==> src/rtl/gnt_pkg.sv <==
package gnt_pkg;

  localparam int TOKEN_W = 32;
  localparam int QDEPTH  = 4;
  localparam int QPTR_W  = 2;
  localparam int QCNT_W  = 3;

  localparam logic [7:0] CH_SPACE  = 8'h20;
  localparam logic [7:0] CH_DOT    = 8'h2E;
  localparam logic [7:0] CH_DASH   = 8'h2D;
  localparam logic [7:0] CH_SLASH  = 8'h2F;
  localparam logic [7:0] CH_ZERO   = 8'h30;
  localparam logic [7:0] CH_ONE    = 8'h31;
  localparam logic [7:0] CH_TWO    = 8'h32;
  localparam logic [7:0] CH_NINE   = 8'h39;
  localparam logic [7:0] CH_STAR   = 8'h2A;
  localparam logic [7:0] CH_DOLLAR = 8'h24;

  // bracket type 0 is the quoted string
  localparam logic [7:0] OPEN_CHARS  [4] = '{8'h22, 8'h5B, 8'h28, 8'h7B};
  localparam logic [7:0] CLOSE_CHARS [4] = '{8'h22, 8'h5D, 8'h29, 8'h7D};

  typedef enum logic [2:0] {
    KIND_SKIP    = 3'd0,
    KIND_MOVE    = 3'd1,
    KIND_WON     = 3'd2,
    KIND_DRAW    = 3'd3,
    KIND_LOST    = 3'd4,
    KIND_UNKNOWN = 3'd5,
    KIND_BAD     = 3'd6,
    KIND_END     = 3'd7
  } kind_t;

  typedef enum logic [3:0] {
    MODE_IDLE                = 4'd0,
    MODE_ONE                 = 4'd1,
    MODE_ONE_DASH            = 4'd2,
    MODE_ONE_SLASH           = 4'd3,
    MODE_HALF                = 4'd4,
    MODE_HALF_DASH           = 4'd5,
    MODE_HALF_DASH_ONE       = 4'd6,
    MODE_HALF_DASH_ONE_SLASH = 4'd7,
    MODE_ZERO                = 4'd8,
    MODE_ZERO_DASH           = 4'd9,
    MODE_MOVE                = 4'd10,
    MODE_BRACKET             = 4'd11,
    MODE_ANNOT               = 4'd12
  } mode_t;

  typedef struct packed {
    kind_t                kind;
    logic [TOKEN_W-1:0]   offset;
    logic [TOKEN_W-1:0]   length;
    logic                 done;
  } result_t;

  typedef struct packed {
    logic    v0;
    logic    v1;
    result_t r0;
    result_t r1;
  } push_t;

endpackage

==> src/rtl/gnt_in_if.sv <==
interface gnt_in_if;
  logic       valid;
  logic       ready;
  logic [7:0] text_byte;
  logic       final_byte;

  modport source (output valid, output text_byte, output final_byte, input ready);
  modport sink (input valid, input text_byte, input final_byte, output ready);
endinterface

==> src/rtl/gnt_out_if.sv <==
interface gnt_out_if;
  logic        valid;
  logic        ready;
  logic [2:0]  token_kind;
  logic [31:0] token_offset;
  logic [31:0] token_length;
  logic        text_done;

  modport source (output valid, output token_kind, output token_offset,
                  output token_length, output text_done, input ready);
  modport sink (input valid, input token_kind, input token_offset,
                input token_length, input text_done, output ready);
endinterface

==> src/rtl/gnt_scan.sv <==
module gnt_scan
  import gnt_pkg::*;
#(
  parameter int OFFSET_BITS = 32,
  parameter int NEST_BITS   = 8
) (
  input  logic    clk,
  input  logic    rst,
  gnt_in_if.sink  text_in,
  input  logic    room,
  output push_t   push
);

  typedef struct packed {
    logic                   v;
    kind_t                  kind;
    logic [OFFSET_BITS-1:0] off;
    logic [OFFSET_BITS-1:0] len;
  } emit_t;

  function automatic result_t to_result(emit_t e, logic done);
    result_t r;
    r.kind   = e.kind;
    r.offset = TOKEN_W'(e.off);
    r.length = TOKEN_W'(e.len);
    r.done   = done;
    return r;
  endfunction

  // input register
  logic                   s1_valid;
  logic [7:0]             s1_byte;
  logic                   s1_final;
  logic                   fire;

  mode_t                  mode, mode_next;
  logic [1:0]             btype, btype_next;
  logic [NEST_BITS-1:0]   depth, depth_next;
  logic [OFFSET_BITS-1:0] start, start_next;
  logic [OFFSET_BITS-1:0] pos;
  logic [OFFSET_BITS-1:0] posreg;

  emit_t                  mv_e;
  mode_t                  mv_mode;
  emit_t                  st_e;
  mode_t                  st_mode;
  logic                   st_set;
  logic                   st_open;
  logic [1:0]             st_type;
  emit_t                  ea, eb, ef;
  logic [7:0]             b;
  logic [1:0]             bt_open;

  assign fire          = s1_valid && room;
  assign text_in.ready = !s1_valid || fire;
  assign b             = s1_byte;

  always_ff @(posedge clk) begin
    if (rst) begin
      s1_valid <= 1'b0;
    end else if (text_in.ready) begin
      s1_valid <= text_in.valid;
    end
    if (text_in.ready && text_in.valid) begin
      s1_byte  <= text_in.text_byte;
      s1_final <= text_in.final_byte;
    end
  end

  // byte inside a move, token started at start
  always_comb begin
    mv_e    = '0;
    mv_mode = MODE_MOVE;
    if (b == CH_SPACE) begin
      mv_e    = '{v: 1'b1, kind: KIND_MOVE, off: start, len: pos - start};
      mv_mode = MODE_IDLE;
    end else if (b == CH_DOT) begin
      mv_e    = '{v: 1'b1, kind: KIND_SKIP, off: start, len: pos - start + 1'b1};
      mv_mode = MODE_IDLE;
    end
  end

  // byte that starts a new token at pos
  always_comb begin
    st_e    = '0;
    st_mode = MODE_IDLE;
    st_set  = 1'b0;
    st_open = 1'b0;
    st_type = 2'd0;
    for (int t = 3; t >= 0; t--) begin
      if (b == OPEN_CHARS[t]) begin
        st_open = 1'b1;
        st_type = 2'(t);
      end
    end
    if (b != CH_SPACE) begin
      st_set = 1'b1;
      priority if (b == CH_ONE) begin
        st_mode = MODE_ONE;
      end else if (b == CH_ZERO) begin
        st_mode = MODE_ZERO;
      end else if (b == CH_STAR) begin
        st_e = '{v: 1'b1, kind: KIND_UNKNOWN, off: pos, len: OFFSET_BITS'(1)};
      end else if (st_open) begin
        st_mode = MODE_BRACKET;
      end else if (b == CH_DOLLAR) begin
        st_mode = MODE_ANNOT;
      end else if (b == CH_DOT) begin
        // a dot at token start is a one-byte skip
        st_e = '{v: 1'b1, kind: KIND_SKIP, off: pos, len: OFFSET_BITS'(1)};
      end else begin
        st_mode = MODE_MOVE;
      end
    end
  end

  assign bt_open = btype;

  always_comb begin
    mode_next  = mode;
    btype_next = btype;
    depth_next = depth;
    start_next = start;
    ea = '0;
    eb = '0;
    ef = '0;
    unique case (mode)
      MODE_ONE: begin
        if (b == CH_DASH) mode_next = MODE_ONE_DASH;
        else if (b == CH_SLASH) mode_next = MODE_ONE_SLASH;
        else begin
          ea = mv_e;
          mode_next = mv_mode;
        end
      end
      MODE_ONE_DASH, MODE_HALF_DASH_ONE_SLASH, MODE_ZERO_DASH: begin
        if ((mode == MODE_ONE_DASH && b == CH_ZERO) ||
            (mode == MODE_HALF_DASH_ONE_SLASH && b == CH_TWO) ||
            (mode == MODE_ZERO_DASH && b == CH_ONE)) begin
          ea.v    = 1'b1;
          ea.kind = (mode == MODE_ONE_DASH) ? KIND_WON :
                    (mode == MODE_ZERO_DASH) ? KIND_LOST : KIND_DRAW;
          ea.off  = start;
          ea.len  = pos - start + 1'b1;
          mode_next = MODE_IDLE;
        end else begin
          ea = mv_e;
          mode_next = mv_mode;
        end
      end
      MODE_ONE_SLASH: begin
        if (b == CH_TWO) mode_next = MODE_HALF;
        else begin
          ea = mv_e;
          mode_next = mv_mode;
        end
      end
      MODE_HALF: begin
        if (b == CH_DASH) mode_next = MODE_HALF_DASH;
        else begin
          ea = mv_e;
          mode_next = mv_mode;
        end
      end
      MODE_HALF_DASH: begin
        if (b == CH_ONE) mode_next = MODE_HALF_DASH_ONE;
        else begin
          ea = mv_e;
          mode_next = mv_mode;
        end
      end
      MODE_HALF_DASH_ONE: begin
        if (b == CH_SLASH) mode_next = MODE_HALF_DASH_ONE_SLASH;
        else begin
          ea = mv_e;
          mode_next = mv_mode;
        end
      end
      MODE_ZERO: begin
        if (b == CH_DASH) mode_next = MODE_ZERO_DASH;
        else begin
          ea = mv_e;
          mode_next = mv_mode;
        end
      end
      MODE_MOVE: begin
        ea = mv_e;
        mode_next = mv_mode;
      end
      MODE_ANNOT: begin
        // the byte that ends the annotation also starts the next token
        if (b < CH_ZERO || b > CH_NINE) begin
          ea = '{v: 1'b1, kind: KIND_SKIP, off: start, len: pos - start};
          eb = st_e;
          mode_next = st_mode;
          if (st_set) start_next = pos;
          if (st_open) begin
            btype_next = st_type;
            depth_next = NEST_BITS'(1);
          end
        end
      end
      MODE_BRACKET: begin
        if (btype == 2'd0) begin
          if (b == OPEN_CHARS[0]) begin
            ea = '{v: 1'b1, kind: KIND_SKIP, off: start, len: pos - start + 1'b1};
            mode_next = MODE_IDLE;
          end
        end else if (b == OPEN_CHARS[bt_open]) begin
          if (depth == {NEST_BITS{1'b1}}) begin
            ea = '{v: 1'b1, kind: KIND_BAD, off: start, len: pos - start + 1'b1};
            mode_next  = MODE_IDLE;
            depth_next = '0;
          end else begin
            depth_next = depth + 1'b1;
          end
        end else if (b == CLOSE_CHARS[bt_open]) begin
          if (depth > 1 || depth == '0) begin
            depth_next = (depth == '0) ? depth : depth - 1'b1;
          end
          if (depth <= NEST_BITS'(1)) begin
            depth_next = '0;
            ea = '{v: 1'b1, kind: KIND_SKIP, off: start, len: pos - start + 1'b1};
            mode_next = MODE_IDLE;
          end
        end
      end
      default: begin
        ea = st_e;
        mode_next = st_mode;
        if (st_set) start_next = pos;
        if (st_open) begin
          btype_next = st_type;
          depth_next = NEST_BITS'(1);
        end
      end
    endcase

    if (s1_final) begin
      ef.off = start_next;
      ef.len = pos - start_next + 1'b1;
      if (mode_next == MODE_BRACKET) begin
        ef.v = 1'b1;
        ef.kind = KIND_BAD;
      end else if (mode_next == MODE_ANNOT) begin
        ef.v = 1'b1;
        ef.kind = KIND_SKIP;
      end else if (mode_next >= MODE_ONE && mode_next <= MODE_MOVE) begin
        ef.v = 1'b1;
        ef.kind = KIND_MOVE;
      end else if (!ea.v) begin
        ef = '{v: 1'b1, kind: KIND_END, off: pos + 1'b1, len: '0};
      end
    end
  end

  // pack up to two results in order, the final flag on the last one
  always_comb begin
    push = '0;
    if (fire) begin
      if (ea.v) begin
        push.v0 = 1'b1;
        push.r0 = to_result(ea, s1_final && !(eb.v || ef.v));
        if (eb.v) begin
          push.v1 = 1'b1;
          push.r1 = to_result(eb, s1_final);
        end else if (ef.v) begin
          push.v1 = 1'b1;
          push.r1 = to_result(ef, s1_final);
        end
      end else if (ef.v) begin
        push.v0 = 1'b1;
        push.r0 = to_result(ef, s1_final);
      end
    end
  end

  assign pos = posreg;

  always_ff @(posedge clk) begin
    if (rst) begin
      mode   <= MODE_IDLE;
      btype  <= 2'd0;
      depth  <= '0;
      start  <= '0;
      posreg <= '0;
    end else if (fire) begin
      if (s1_final) begin
        mode   <= MODE_IDLE;
        btype  <= 2'd0;
        depth  <= '0;
        start  <= '0;
        posreg <= '0;
      end else begin
        mode   <= mode_next;
        btype  <= btype_next;
        depth  <= depth_next;
        start  <= start_next;
        posreg <= posreg + 1'b1;
      end
    end
  end

endmodule

==> src/rtl/gnt_rq.sv <==
module gnt_rq
  import gnt_pkg::*;
(
  input  logic      clk,
  input  logic      rst,
  input  push_t     push,
  output logic      room,
  gnt_out_if.source token_out
);

  result_t           mem [QDEPTH];
  logic [QPTR_W-1:0] wr_ptr, wr_ptr1, rd_ptr;
  logic [QCNT_W-1:0] count, count_next;
  logic [QCNT_W-1:0] n_push;
  logic              pop;

  assign wr_ptr1 = wr_ptr + 1'b1;
  assign pop     = token_out.valid && token_out.ready;
  assign n_push  = QCNT_W'(push.v0) + QCNT_W'(push.v1);
  assign count_next = count + n_push - QCNT_W'(pop);
  // two free entries cover the most one item can cause
  assign room    = count <= QCNT_W'(QDEPTH - 2);

  always_ff @(posedge clk) begin
    if (push.v0) mem[wr_ptr] <= push.r0;
    if (push.v1) mem[wr_ptr1] <= push.r1;
  end

  always_ff @(posedge clk) begin
    if (rst) begin
      wr_ptr <= '0;
      rd_ptr <= '0;
      count  <= '0;
    end else begin
      wr_ptr <= wr_ptr + QPTR_W'(n_push);
      if (pop) rd_ptr <= rd_ptr + 1'b1;
      count <= count_next;
    end
  end

  assign token_out.valid        = count != '0;
  assign token_out.token_kind   = mem[rd_ptr].kind;
  assign token_out.token_offset = mem[rd_ptr].offset;
  assign token_out.token_length = mem[rd_ptr].length;
  assign token_out.text_done    = mem[rd_ptr].done;

endmodule

==> src/rtl/game_notation_tokenizer.sv <==
// game-notation tokenizer
// text_in carries one text byte per item with final_byte set on the last byte
// of a text; token_out carries one token per item: kind, start offset, length
// and text_done on the last token caused by the final byte.
// a byte lands in an input register and is scanned there; its tokens (zero,
// one or two) are written to a four-entry result queue whose head drives
// token_out, so a token is valid on token_out once its byte has passed the
// input register and has been written into the queue.
// one byte is taken per cycle while the queue has two free entries; a byte
// that ends an annotation and starts a one-byte token, or a final byte, can
// cause two tokens, and the single output drains one per cycle when ready.
// when the receiver stalls the queue fills and text_in.ready drops; nothing
// is dropped. reset empties the queue and returns the scanner to offset 0
// between tokens; after each final byte the scanner returns to that state.
// offsets wrap at 2**OFFSET_BITS; comments nest up to 2**NEST_BITS-1 levels.
module game_notation_tokenizer
  import gnt_pkg::*;
#(
  parameter int OFFSET_BITS = 32,
  parameter int NEST_BITS   = 8
) (
  input  logic      clk,
  input  logic      rst,
  gnt_in_if.sink    text_in,
  gnt_out_if.source token_out
);

  push_t push;
  logic  room;

  gnt_scan #(
    .OFFSET_BITS (OFFSET_BITS),
    .NEST_BITS   (NEST_BITS)
  ) u_scan (
    .clk     (clk),
    .rst     (rst),
    .text_in (text_in),
    .room    (room),
    .push    (push)
  );

  gnt_rq u_rq (
    .clk       (clk),
    .rst       (rst),
    .push      (push),
    .room      (room),
    .token_out (token_out)
  );

endmodule

==> src/flat_wrapper.sv <==
// flat-port wrapper written by rule: the top's interface ports become plain ports
module game_notation_tokenizer_flat import gnt_pkg::*;
#(
  parameter int OFFSET_BITS = 32,
  parameter int NEST_BITS   = 8
)
  (clk, rst, text_in_valid, text_in_text_byte, text_in_final_byte, text_in_ready, token_out_valid, token_out_token_kind, token_out_token_offset, token_out_token_length, token_out_text_done, token_out_ready);
  gnt_in_if text_in_i ();
  gnt_out_if token_out_i ();
  input  logic clk;
  input  logic rst;
  input wire logic [$bits(text_in_i.valid)-1:0] text_in_valid;
  input wire logic [$bits(text_in_i.text_byte)-1:0] text_in_text_byte;
  input wire logic [$bits(text_in_i.final_byte)-1:0] text_in_final_byte;
  output wire logic [$bits(text_in_i.ready)-1:0] text_in_ready;
  output wire logic [$bits(token_out_i.valid)-1:0] token_out_valid;
  output wire logic [$bits(token_out_i.token_kind)-1:0] token_out_token_kind;
  output wire logic [$bits(token_out_i.token_offset)-1:0] token_out_token_offset;
  output wire logic [$bits(token_out_i.token_length)-1:0] token_out_token_length;
  output wire logic [$bits(token_out_i.text_done)-1:0] token_out_text_done;
  input wire logic [$bits(token_out_i.ready)-1:0] token_out_ready;
  assign text_in_i.valid = text_in_valid;
  assign text_in_i.text_byte = text_in_text_byte;
  assign text_in_i.final_byte = text_in_final_byte;
  assign text_in_ready = text_in_i.ready;
  assign token_out_valid = token_out_i.valid;
  assign token_out_token_kind = token_out_i.token_kind;
  assign token_out_token_offset = token_out_i.token_offset;
  assign token_out_token_length = token_out_i.token_length;
  assign token_out_text_done = token_out_i.text_done;
  assign token_out_i.ready = token_out_ready;
  game_notation_tokenizer #(.OFFSET_BITS(OFFSET_BITS), .NEST_BITS(NEST_BITS)) u_core (.clk(clk), .rst(rst), .text_in(text_in_i), .token_out(token_out_i));
endmodule
==> config.mk <==
export PLATFORM = sky130hd
export DESIGN_NAME = game_notation_tokenizer_flat
export DESIGN_NICKNAME = d
export VERILOG_FILES = /design/src/rtl/gnt_pkg.sv /design/src/rtl/gnt_in_if.sv /design/src/rtl/gnt_out_if.sv /design/src/rtl/gnt_scan.sv /design/src/rtl/gnt_rq.sv /design/src/rtl/game_notation_tokenizer.sv /design/src/flat_wrapper.sv
export SDC_FILE = /design/constraint.sdc
export NUM_CORES = 1
export LEC_CHECK = 0
export ABC_CLOCK_PERIOD_IN_PS = 15700
export BUFFER_PORTS_ARGS = -buffer_cell sky130_fd_sc_hd__buf_2
export CAP_MARGIN = 15
export CELL_PAD_IN_SITES_DETAIL_PLACEMENT = 1
export CELL_PAD_IN_SITES_GLOBAL_PLACEMENT = 2
export CORE_UTILIZATION = 40
export DETAILED_ROUTE_END_ITERATION = 10
export GPL_ROUTABILITY_DRIVEN = 1
export PLACE_DENSITY = 0.91
export SYNTH_ARGS = -nofsm -noshare
export SYNTH_HDL_FRONTEND = slang
export SYNTH_SLANG_ARGS = --single-unit
export TNS_END_PERCENT = 50
==> constraint.sdc <==
create_clock -name clk -period 15.7 [get_ports clk]
set_input_delay 0.785 -clock clk [delete_from_list [all_inputs] [get_ports clk]]
set_output_delay 0.785 -clock clk [all_outputs]
set_load 0.005 [all_outputs]
==> impl_metrics.py <==
metrics = {
    "floorplan": {
        "initial_utilization_pct": 40.45,
        "std_cell_rows": 93,
        "dieArea_um2": 66220,
        "die_w_um": 257.3,
        "top_level_ports": 83,
        "die_h_um": 257.3,
        "core_um2": 64460,
    },
    "worst_setup_path": {
        "criticalPathCategory": "flop to flop",
        "path_common_cell": "o21ai_0",
        "required_ns": 16.11,
        "crit_fanout": 34,
        "end_kind": "flop",
        "crit_buf_inv": 3,
        "cp_top_family": "compound AO/OA/AOI/OAI gates",
        "critPathLaunchType": "flop",
        "slowest_stage": "edfxtp_1",
        "path_cells": "o21ai_0 -> a31oi_2 -> o21ai_4 -> buf_4 -> o21ai_0 -> ha_1 -> inv_1 -> ha_1 -> inv_1 -> fa_1 -> nor2b_1 -> o31a_1 -> o211ai_1 -> o31ai_1 -> a21oi_1 -> o31ai_1 -> xor2_1 -> a21oi_1 -> a211oi_1 -> nand2_1 -> o21ai_0",
        "worstPathArrival_ns": 7.21,
        "max_stage_delay_ns": 0.79,
        "r2r_slack_ns": 8.90,
    },
    "timing": {
        "finalCritPeriodShare_pct": 43.31,
        "tns_ns": 0,
        "finalCriticalPeriod_ns": 6.800,
        "maxSlewViolCount": 0,
        "max_freq_mhz": 147.1,
        "rsz0062_at_grt": "no",
        "whs_ns": 0.3657,
        "tightestPinTransition_ns": 1.366,
        "relSlewSlack_pct": 8.951,
        "fin_skew_ns": 0.01863,
        "hold_viol": 0,
        "setup_viol": 0,
    },
    "grt": {
        "antenna_found_initial": 1,
        "grt_pass1_vias": 24761,
        "grt_max_degree": 71,
        "track_usage_pct": 31.54,
        "overflow": 0,
        "grt_pass1_wl_um": 158700,
    },
    "synthesis": {
        "syn_area_um2": 26080,
        "yosys.area.top_type": "edfxtp_1",
        "ys_warn_count": 0,
        "synth_edf_count": 281,
        "synth_nets": 3010,
        "synth_seq_cells": 369,
        "synthTopCellsByArea": "edfxtp_1 32%, dfxtp_1 6.8%, mux4_2 5.9%",
        "synth-async-reset-ratio_pct": 0,
        "yosysTopAreaCellShare_pct": 32.36,
        "ys_seq_area_share_pct": 39.12,
        "avgSynthCellArea_um2": 9.020,
        "synthCells": 2891,
        "ys_types": 109,
        "synth_ff_type": "edfxtp_1",
    },
    "worst_hold_path": {
        "hold_path.class": "primary input to flop",
    },
    "routing": {
        "drt_iter0_drc": 2622,
        "vias": 24297,
        "wl_um": 106400,
        "first_pass_iters": 6,
        "drt_drc_violations_left": 0,
        "routedWlPerCell_um": 28.56,
        "viasPerCell": 6.521,
        "ant_nets": 0,
    },
    "place": {
        "port_buffers": 82,
        "dp_hpwl_um": 73320,
        "place_congestion": 1.003,
    },
    "clock_tree": {
        "clock_latency_ns": 0.59,
        "clk_path_buf_depth": 3,
        "htreeDepth": 2,
        "clock_sinks": 369,
        "cts_tree": "built",
        "postCtsSetupRepairBufs": 0,
        "ctsResizeCount": 0,
        "cts_root_buf": "clkbuf_16",
        "clk_pin_slew_ns": 0.06,
        "cts_buffers": 44,
        "postCtsHoldBufs": 0,
    },
    "status": {
        "status": "finished, final reports clean",
    },
    "power": {
        "peakVddDrop_mv": 0.07158,
        "power_leakage_nw": 9.970,
        "p_per_area_nw_per_um2": 94.77,
    },
    "cells_and_area": {
        "drive_above_1_share_pct": 11.88,
        "finish.utilization_pct": 44.36,
        "final_cell_mix": "332 x nor2_1, 282 x a21oi_1, 281 x edfxtp_1",
        "area_delta_synth_final_pct": 9.654,
        "final_common_cell": "nor2_1",
        "layout.nets": 2956,
        "antennaDiodeCount": 0,
    },
    "job": {
        "maxCapViolCount": 0,
    },
}
[cell type report]
| class | instances | area, µm² |
|---|---|---|
| clock buffers | 49 | 1162 |
| clock inverters | 31 | 335.3 |
| fillers | 7392 | 35870 |
| inverters | 94 | 352.8 |
| multi-input cells | 2207 | 14730 |
| flip-flops and latches | 369 | 10210 |
| well taps | 855 | 1070 |
| repair buffers | 121 | 737.0 |
[power breakdown]
part           switching, mW  internal (mW)  total, mW
clock                  0.451          0.635       1.09
sequential            0.0577           1.07       1.13
combinational          0.282          0.211      0.493
[cell families after synthesis]
group                      count (synthesis)  share of synthesized area (%)
DFF                                      369                          39.12
and+or+nand+nor                          975                          17.60
AOI/OAI and AO/OA                        887                          21.22
buffers and inverters                    315                          4.889
xor gates and xnor gates                  92                          3.090
muxes                                    147                          8.910
adders and majority gates                106                          5.173
[per-layer routing]
| layer | vias to the layer above | GRT usage [%] | share of wire, % |
|---|---|---|---|
| li1 | 10668 | - | - |
| met1 | 12342 | 41.56 | 42 |
| met2 | 1073 | 51.50 | 47 |
| met3 | 212 | 4.659 | 7.2 |
| met4 | 2 | 13.49 | 4.4 |
| met5 | - | 0 | 0.012 |
[Yosys cell counts (14+ instances only)]
| cell type | n |
|---|---|
| xnor2_1 | 53 |
| mux2i_1 | 78 |
| edfxtp_1 | 281 |
| a211oi_1 | 22 |
| nor4_1 | 23 |
| ha_1 | 103 |
| a21o_1 | 30 |
| mux4_2 | 68 |
| nor3_1 | 65 |
| xor2_1 | 39 |
| nand3_1 | 75 |
| buf_1 | 14 |
| o211ai_1 | 15 |
| buf_2 | 26 |
| a31oi_1 | 15 |
| a21oi_1 | 283 |
| and2_1 | 19 |
| o21ai_0 | 263 |
| nor2b_1 | 15 |
| inv_1 | 92 |
| a22oi_1 | 59 |
| dfxtp_1 | 88 |
| nor2_1 | 337 |
| nand2_1 | 279 |
| o21ai_1 | 18 |
| nand4_1 | 24 |
| clkbuf_1 | 170 |
| o31ai_1 | 21 |
| or3_1 | 25 |
| and3_1 | 30 |
[worst reg2reg max path, cell delays in order (launching register included)]
cell      delay, ns
edfxtp_1       0.79
o21ai_0        0.28
a31oi_2        0.70
o21ai_4        0.06
buf_4          0.33
o21ai_0        0.43
ha_1           0.30
inv_1          0.06
ha_1           0.15
inv_1          0.07
fa_1           0.45
nor2b_1        0.16
o31a_1         0.20
o211ai_1       0.16
o31ai_1        0.71
a21oi_1        0.20
o31ai_1        0.39
xor2_1         0.28
a21oi_1        0.10
a211oi_1       0.51
nand2_1        0.16
o21ai_0        0.14
[registers in the layout (all words and copies together), names as in the netlist, named ones only]
signal,flops
u_core.u_rq.mem,272
u_core.u_scan.pos,32
u_core.u_scan.start,32
u_core.u_scan.b,8
u_core.u_scan.depth,8
u_core.u_scan.mode,4
u_core.u_rq.count,3
u_core.u_rq.rd_ptr,2
u_core.u_rq.wr_ptr,2
u_core.u_scan.bt_open,2
u_core.u_scan.s1_final,1
u_core.u_scan.s1_valid,1
[per-stage QoR]
| stage | instances | setup slack, ns | area, µm² | total power, mW |
|---|---|---|---|---|
| after floorplan | 2891 | 9.467 | 26080 | 1.433 |
| after global placement | 3643 | 9.391 | 27040 | 1.632 |
| after detailed placement | 3643 | 9.003 | 27040 | 1.641 |
| after CTS | 3723 | 8.959 | 28540 | 2.717 |
| after global routing | 3726 | 8.252 | 28590 | 2.787 |
| final | 3726 | 8.900 | 28590 | 2.710 |
[final timing paths]
kind,start,endpoint,depth (start not counted)
setup reg to reg,u_core.u_scan.b[3],u_core.u_rq.mem[2][20],21
hold / removal,text_in_text_byte[3],u_core.u_scan.b[3],1
hold reg to reg,u_core.u_scan.start[30],u_core.u_scan.start[30],2
setup / recovery,u_core.u_scan.b[3],u_core.u_rq.mem[2][20],21
No activity file was read; power rests on OpenSTA's default activity.
